==> src/rtl/core/hierarchical_timebin_assigner_core_assert.svh <==
// assertion macros shared by the timebin assigner modules
`ifndef HIERARCHICAL_TIMEBIN_ASSIGNER_CORE_ASSERT_SVH
`define HIERARCHICAL_TIMEBIN_ASSIGNER_CORE_ASSERT_SVH

// same-cycle implication, checked outside reset
`define HTBA_ASSERT_NOW(label, clk, rst_n, ante, cons) \
	label: assert property (@(posedge clk) disable iff (!(rst_n)) (ante) |-> (cons)) \
		else $error("htba assertion failed");

// next-cycle implication, checked outside reset
`define HTBA_ASSERT_NEXT(label, clk, rst_n, ante, cons) \
	label: assert property (@(posedge clk) disable iff (!(rst_n)) (ante) |=> (cons)) \
		else $error("htba assertion failed");

`endif

==> src/rtl/core/htba_pkg.sv <==
// types, widths and the step-to-bin function of the timebin assigner
package htba_pkg;

	localparam int STEP_W = 30;
	localparam int OLD_W  = 5;
	localparam int BIN_W  = 6;
	localparam int CNT_W  = 16;

	localparam logic [CNT_W-1:0] CNT_MAX = {CNT_W{1'b1}};

	typedef logic signed [BIN_W-1:0] bin_t;

	typedef struct packed {
		logic load;
		logic dec;
		logic emit;
	} ctrl_cmd_t;

	typedef struct packed {
		logic lower;
	} dp_stat_t;

	// floor of log2, with step 0 giving bin 0 and step 1 giving bin -1
	function automatic bin_t step_bin(input logic [STEP_W-1:0] step);
		bin_t r;
		r = '0;
		if (step == STEP_W'(1))
			r = -BIN_W'(1);
		for (int i = 1; i < STEP_W; i++) begin
			if (step[i])
				r = bin_t'(i);
		end
		return r;
	endfunction

endpackage

==> src/rtl/core/htba_dp.sv <==
// datapath: time register, bin register with decrement, running totals, output word
`include "hierarchical_timebin_assigner_core_assert.svh"

module htba_dp #(
	parameter int TIME_BINS = 29
) (
	input  logic                              clk,
	input  logic                              arst_n,
	input  htba_pkg::ctrl_cmd_t               cmd,
	output htba_pkg::dp_stat_t                stat,
	input  logic                              cfg_we,
	input  logic [htba_pkg::STEP_W-1:0]       cfg_wdata,
	input  logic [htba_pkg::STEP_W-1:0]       requested_step,
	input  logic [htba_pkg::OLD_W-1:0]        old_bin,
	input  logic                              is_last,
	output logic signed [htba_pkg::BIN_W-1:0] new_bin,
	output logic                              bad_step,
	output logic signed [htba_pkg::BIN_W-1:0] min_bin,
	output logic [htba_pkg::CNT_W-1:0]        bad_count,
	output logic                              last_out
);

	localparam htba_pkg::bin_t MIN_RESET = htba_pkg::bin_t'(TIME_BINS);

	logic [htba_pkg::STEP_W-1:0] time_q;
	htba_pkg::bin_t              bin_q;
	logic [htba_pkg::OLD_W-1:0]  old_q;
	logic                        bad_q;
	logic                        last_q;
	htba_pkg::bin_t              run_min_q;
	logic [htba_pkg::CNT_W-1:0]  run_cnt_q;

	htba_pkg::bin_t              min_nxt;
	logic [htba_pkg::CNT_W-1:0]  cnt_nxt;
	logic [htba_pkg::STEP_W-1:0] low_mask;
	logic                        gt_old;
	logic                        inactive;

	always_ff @(posedge clk or negedge arst_n) begin
		if (!arst_n) begin
			time_q <= '0;
		end else if (cfg_we) begin
			time_q <= cfg_wdata;
		end
	end

	always_ff @(posedge clk) begin
		if (cmd.load) begin
			bin_q  <= htba_pkg::step_bin(requested_step);
			bad_q  <= (requested_step[htba_pkg::STEP_W-1:1] == '0);
			old_q  <= old_bin;
			last_q <= is_last;
		end else if (cmd.dec) begin
			bin_q <= bin_q - htba_pkg::bin_t'(1);
		end
	end

	// bin is active when the time is a multiple of 2^bin; only checked while bin > 1
	assign low_mask = (htba_pkg::STEP_W'(1) << bin_q[htba_pkg::OLD_W-1:0]) - htba_pkg::STEP_W'(1);
	assign inactive = (time_q != '0) && ((time_q & low_mask) != '0);
	assign gt_old   = bin_q > $signed({1'b0, old_q});

	assign stat.lower = gt_old && (bin_q > htba_pkg::bin_t'(1)) && inactive;

	assign min_nxt = (bin_q < run_min_q) ? bin_q : run_min_q;
	assign cnt_nxt = (bad_q && run_cnt_q != htba_pkg::CNT_MAX) ?
		run_cnt_q + htba_pkg::CNT_W'(1) : run_cnt_q;

	always_ff @(posedge clk or negedge arst_n) begin
		if (!arst_n) begin
			run_min_q <= MIN_RESET;
			run_cnt_q <= '0;
		end else if (cmd.emit) begin
			if (last_q) begin
				run_min_q <= MIN_RESET;
				run_cnt_q <= '0;
			end else begin
				run_min_q <= min_nxt;
				run_cnt_q <= cnt_nxt;
			end
		end
	end

	// output word
	always_ff @(posedge clk) begin
		if (cmd.emit) begin
			new_bin   <= bin_q;
			bad_step  <= bad_q;
			min_bin   <= min_nxt;
			bad_count <= cnt_nxt;
			last_out  <= last_q;
		end
	end

	`HTBA_ASSERT_NEXT(a_dec_floor, clk, arst_n, cmd.dec, bin_q >= htba_pkg::bin_t'(1))
	`HTBA_ASSERT_NOW(a_dec_needs_lower, clk, arst_n, cmd.dec, stat.lower)

endmodule

==> src/rtl/core/htba_ctrl.sv <==
// controller: accept, bin-lowering loop, and output word hand-off
`include "hierarchical_timebin_assigner_core_assert.svh"

module htba_ctrl (
	input  logic                clk,
	input  logic                arst_n,
	input  logic                in_valid,
	output logic                in_ready,
	output logic                out_valid,
	input  logic                out_ready,
	input  htba_pkg::dp_stat_t  stat,
	output htba_pkg::ctrl_cmd_t cmd
);

	localparam logic [1:0] ST_IDLE  = 2'd0;
	localparam logic [1:0] ST_LOWER = 2'd1;
	localparam logic [1:0] ST_DONE  = 2'd2;

	logic [1:0] state_q;
	logic [1:0] state_nxt;
	logic       out_valid_q;
	logic       slot_free;

	assign slot_free = !out_valid_q || out_ready;
	assign in_ready  = (state_q == ST_IDLE);
	assign out_valid = out_valid_q;

	always_comb begin
		state_nxt = state_q;
		cmd       = '0;
		unique case (state_q)
			ST_IDLE: begin
				if (in_valid) begin
					cmd.load  = 1'b1;
					state_nxt = ST_LOWER;
				end
			end
			ST_LOWER: begin
				// one bin down per cycle until the bin is active or bounded
				if (stat.lower)
					cmd.dec = 1'b1;
				else
					state_nxt = ST_DONE;
			end
			ST_DONE: begin
				if (slot_free) begin
					cmd.emit  = 1'b1;
					state_nxt = ST_IDLE;
				end
			end
			default: state_nxt = ST_IDLE;
		endcase
	end

	always_ff @(posedge clk or negedge arst_n) begin
		if (!arst_n) begin
			state_q     <= ST_IDLE;
			out_valid_q <= 1'b0;
		end else begin
			state_q <= state_nxt;
			if (cmd.emit)
				out_valid_q <= 1'b1;
			else if (out_ready)
				out_valid_q <= 1'b0;
		end
	end

	`HTBA_ASSERT_NOW(a_emit_slot_free, clk, arst_n, cmd.emit, !out_valid_q || out_ready)
	`HTBA_ASSERT_NEXT(a_accept_to_lower, clk, arst_n, in_valid && in_ready, state_q == ST_LOWER)
	`HTBA_ASSERT_NEXT(a_emit_sets_valid, clk, arst_n, cmd.emit, out_valid_q && state_q == ST_IDLE)

endmodule

==> src/rtl/core/hierarchical_timebin_assigner_core.sv <==
// top level of the timebin assigner: controller plus datapath
//
//  channel  handshake              payload
//  in       in_valid / in_ready    requested_step, old_bin, is_last
//  out      out_valid / out_ready  new_bin, bad_step, min_bin, bad_count, last_out
//  cfg      cfg_we                 cfg_wdata (current_time)
//
// each word goes through accept, the lowering loop and the output hand-off
// the loop lowers the bin by 0 to 28 bins, stepping the bin register down one bin per cycle
// the output register frees the input side: the next word is taken while a result waits
// a stalled output holds the finished word in the last state until the register frees
// arst_n clears the state, the running totals and current_time

module hierarchical_timebin_assigner_core #(
	parameter int TIME_BINS = 29
) (
	input  logic                              clk,
	input  logic                              arst_n,
	input  logic                              cfg_we,
	input  logic [htba_pkg::STEP_W-1:0]       cfg_wdata,
	input  logic                              in_valid,
	output logic                              in_ready,
	input  logic [htba_pkg::STEP_W-1:0]       requested_step,
	input  logic [htba_pkg::OLD_W-1:0]        old_bin,
	input  logic                              is_last,
	output logic                              out_valid,
	input  logic                              out_ready,
	output logic signed [htba_pkg::BIN_W-1:0] new_bin,
	output logic                              bad_step,
	output logic signed [htba_pkg::BIN_W-1:0] min_bin,
	output logic [htba_pkg::CNT_W-1:0]        bad_count,
	output logic                              last_out
);

	htba_pkg::ctrl_cmd_t cmd;
	htba_pkg::dp_stat_t  stat;

	htba_ctrl u_ctrl (
		.clk       (clk),
		.arst_n    (arst_n),
		.in_valid  (in_valid),
		.in_ready  (in_ready),
		.out_valid (out_valid),
		.out_ready (out_ready),
		.stat      (stat),
		.cmd       (cmd)
	);

	htba_dp #(
		.TIME_BINS (TIME_BINS)
	) u_dp (
		.clk            (clk),
		.arst_n         (arst_n),
		.cmd            (cmd),
		.stat           (stat),
		.cfg_we         (cfg_we),
		.cfg_wdata      (cfg_wdata),
		.requested_step (requested_step),
		.old_bin        (old_bin),
		.is_last        (is_last),
		.new_bin        (new_bin),
		.bad_step       (bad_step),
		.min_bin        (min_bin),
		.bad_count      (bad_count),
		.last_out       (last_out)
	);

endmodule

==> config.mk <==
export PLATFORM = sky130hd
export DESIGN_NAME = hierarchical_timebin_assigner_core
export DESIGN_NICKNAME = d
export VERILOG_FILES = /design/src/rtl/core/htba_pkg.sv /design/src/rtl/core/htba_dp.sv /design/src/rtl/core/htba_ctrl.sv /design/src/rtl/core/hierarchical_timebin_assigner_core.sv
export VERILOG_INCLUDE_DIRS = /design/src /design/src/rtl/core
export SDC_FILE = /design/constraint.sdc
export NUM_CORES = 1
export LEC_CHECK = 0
export BUFFER_PORTS_ARGS = -buffer_cell sky130_fd_sc_hd__buf_2
export CAP_MARGIN = 20
export CORE_MARGIN = 2
export CORE_UTILIZATION = 51
export CTS_CLUSTER_DIAMETER = 60
export DETAILED_ROUTE_END_ITERATION = 12
export PLACE_DENSITY_LB_ADDON = 0.3
export REMOVE_ABC_BUFFERS = 1
export SETUP_SLACK_MARGIN = 0.15
export SYNTH_ARGS = -nofsm -noshare
export SYNTH_HDL_FRONTEND = slang
export SYNTH_SLANG_ARGS = --single-unit
==> constraint.sdc <==
create_clock -name clk -period 3.7 [get_ports clk]
set_clock_uncertainty 0.05 [all_clocks]
set_input_delay 0.185 -clock clk [delete_from_list [all_inputs] [get_ports clk]]
set_output_delay 0.185 -clock clk [all_outputs]
set_load 0.01 [all_outputs]
==> impl_metrics.csv <==
group,metric,value,unit
outcome,status,"finished, final reports clean",
power,power,4.691,mW
placed_design,port_buffers,102,
synthesis,synth_area_per_cell,9.526,um2
synthesis,syn_area,5821,um2
layout,drive_gt1_share,24.93,%
global_routing,grt_pass1_wl,26.08,mm
floorplanning,die_h,110.8,um
clock_tree,cts_buffer_depth,2,
setup_path,path_cells,"inv_1, ha_1, nor2b_1, nand2_1, ha_2, nor2b_1, a21oi_1, a211oi_1, a2111oi_0, nand4_1, nor4_2, a31oi_1, or2_4",
drt,drc,0,
timing,tightest_slew,801.6,ps
setup_path,crit_path_frequent_cell,"nor2b_1",
timing,drv_slew,0,
floorplanning,die_area,12280,um2
floorplanning,io_pins,103,
power,leakage,2.899,nW
setup_path,critPathLaunchType,"flip-flop",
timing,grt_setup_unrepaired,"no",
layout,nFillCells,994,
global_routing,antenna_found_initial,0,
timing,period_minus_slack,3372,ps
clock_tree,cts_htree_levels,3,
timing,setup_violations,0,
setup_path,cp_slowest_cell,"edfxtp_1",
floorplanning,row_count,39,
clock_tree,cts_buffers,9,
synthesis,synth_edf_count,43,
setup_path,cp_top_family,"simple AND/OR/NAND/NOR gates",
layout,synthToLayoutAreaGrowth,18.34,%
synthesis,synth.ff_latch_count,98,
synthesis,synth_ff_type,"dfrtp_1",
placed_design,place_congestion,1.000,
synthesis,synth-seq-area-share,45.92,%
clock_tree,cts_sinks,98,
setup_path,cpPeakStageDelay,440,ps
drt,drt_iter0_markers,486,
drt,final_antenna_net_count,0,
timing,min_period_over_period,91.15,%
floorplanning,initial_utilization,51.64,%
floorplanning,die_x,110.8,um
setup_path,worstPathArrival,3420,ps
hold_path,hold_path.class,"in2reg",
synthesis,synth-async-reset-ratio,56.12,%
timing,finalHoldViolCount,0,
setup_path,cp_max_fo,8,
synthesis,yosysWarnings,0,
global_routing,grt_max_degree,40,
layout,final_cell_mix,"102 x buf_2, 69 x nand2_1, 51 x o21ai_0, 51 x dfrtp_1, 43 x edfxtp_1",
power,power_density,681.1,nW/um2
setup_path,criticalPathCategory,"reg2reg",
layout,diodes,0,
clock_tree,cts_root_buf,"clkbuf_16",
layout,nNetsFinal,805,
layout,layout_commonest_cell,"buf_2",
drt,wire_per_inst,18.55,um
synthesis,syn_inst,611,
setup_path,crit_buf_inv,1,
clock_tree,cts_tree,"done",
clock_tree,clkSlewWorstSetupHoldPaths,70,ps
floorplanning,coreArea,11270,um2
timing,fin_hold_ws,12.30,ps
timing,tns,0,ps
global_routing,gr-total-overflow,0,
clock_tree,clk_latency,350,ps
drt,viasPerCell,6.082,
drt,drtPass1Iterations,5,
synthesis,synth_area_leader_cell,"edfxtp_1",
placed_design,dp_hpwl,11.84,mm
run,drv_cap,0,
synthesis,synth_cell_types,65,
drt,num_vias,5261,
setup_path,cp-end-kind,"flip-flop",
timing,max_freq,0.2965,GHz
timing,slew_headroom,46.56,%
drt,wl,16.05,mm
synthesis,synth_top_area_share,22.18,%
setup_path,worstPathRequired,3750,ps
global_routing,grtUsageTotal,26.50,%
power,max-vdd-ir-drop,0.0003192,V
global_routing,grt_pass1_vias,5194,
synthesis,synthTopCellsByArea,"edfxtp_1 22%, dfrtp_1 22%, mux2_2 5.6%",
==> logic make-up (layout without fill, tap and decap cells) <==
kind of cell    count (synthesis)  count (layout)  share of synthesized area, %
simple gates                  209             209                         17.54
buf+inv                        62             173                         4.063
fa+ha+maj                      18              18                         3.826
xor+xnor                       24              24                         3.611
mux                            30              30                         5.782
flops                          98              98                         45.92
compound gates                170             170                         19.26
==> sequential cells by signal (all words and copies together) (netlist names) <==
| name | count |
|---|---|
| u_dp.run_cnt_q | 16 |
| u_dp.time_q | 30 |
| u_dp.min_bin | 6 |
| u_dp.new_bin | 6 |
| u_dp.bad_count | 16 |
| u_dp.run_min_q | 6 |
| u_ctrl.out_valid | 1 |
| u_dp.last_out | 1 |
| u_ctrl.state_q | 2 |
| u_dp.old_q | 5 |
| u_dp.last_q | 1 |
| u_dp.bin_q | 6 |
| u_dp.bad_step | 1 |
| u_dp.bad_q | 1 |
==> worst register-to-register path: cells and delay by family, from the launching register on <==
kind                       cells  cell delay, ps
AOI/OAI and AO/OA              4             750
adders and majority gates      2             460
buffers and inverters          1             160
DFF                            1             440
and+or+nand+nor                6            1270
==> where the power goes <==
group	switching, mW	internal (mW)	leakage [nW]
logic	1.36	0.825	1.67
registers	0.167	1.45	1.08
clock network	0.418	0.476	0.141
==> synth_stat cells (4+ instances only) <==
master,instances
nand2_1,69
dfrtp_1,51
o21ai_0,51
edfxtp_1,43
nor2_1,42
inv_1,29
mux2_2,29
clkbuf_1,24
a21oi_1,21
ha_1,17
nor3_1,17
o31ai_1,16
xnor2_1,16
nor4_1,15
nor2b_1,13
nand3_1,12
nand4_1,10
and3_1,9
a31oi_1,8
xor2_1,8
a21o_1,7
o21ai_1,7
a22oi_1,6
buf_1,6
nand2b_1,6
a22o_1,5
o211ai_1,5
o21a_1,5
a211oi_1,4
dfstp_2,4
==> per-layer routing <==
layer | wire length (um) | share of wire (%) | track usage (%)
met1 | 6592 | 41 | 33.44
met4 | 527 | 3.3 | 12.33
met2 | 7770 | 48 | 43.89
met5 | 0 | 0 | 0
met3 | 1157 | 7.2 | 5.413
==> path summary, 6_finish.rpt <==
| path | cells past startpoint | start | end | slack [ps] |
|---|---|---|---|---|
| max in group asynchronous | 3 | arst_n | u_dp.time_q[23]$_DFFE_PN0P_ | 2430 |
| hold / removal | 2 | cfg_wdata[11] | u_dp.time_q[11]$_DFFE_PN0P_ | 10 |
| min in group asynchronous | 2 | arst_n | u_dp.run_cnt_q[0]$_DFFE_PN0P_ | 290 |
| setup reg to reg | 13 | u_dp.bin_q[1]$_DFFE_PP_ | u_dp.bin_q[1]$_DFFE_PP_ | 330 |
| setup / recovery | 13 | u_dp.bin_q[1]$_DFFE_PP_ | u_dp.bin_q[1]$_DFFE_PP_ | 330 |
| hold reg to reg | 2 | u_dp.run_min_q[0]$_DFFE_PN1P_ | u_dp.run_min_q[0]$_DFFE_PN1P_ | 430 |
==> repair_timing <==
item | CTS | global route
endpoints found under the hold margin | 21 | 0
setup buffers | 0 | 0
setup endpoints to repair | 0 | 6
resized for setup | 0 | 4
hold buffers | 8 | 0
==> layout make-up <==
class / count / area, um2 / share of cell area [%]
multi-input combinational: 451 / 2923 / 42.43
timing repair buffer: 128 / 725.7 / 10.54
clock inverter: 6 / 40.04 / 0.5813
inverter: 29 / 108.9 / 1.580
clock buffer: 10 / 239.0 / 3.470
tap: 143 / 178.9 / 2.598
sequential: 98 / 2673 / 38.80
==> stage by stage <==
step / cell area (um2) / utilization [%] / worst slack [ps] / std cells
6_report: 6888 / 61.11 / 327.6 / 865
3_3_place_gp: 6518 / 57.82 / 247.3 / 841
2_1_floorplan: 5693 / - / 128.6 / 578
4_1_cts: 6877 / 61.01 / 186.3 / 865
5_1_grt: 6888 / 61.11 / 179.3 / 865
3_5_place_dp: 6518 / 57.82 / 192.9 / 841
No activity file was read; power rests on OpenSTA's default activity.
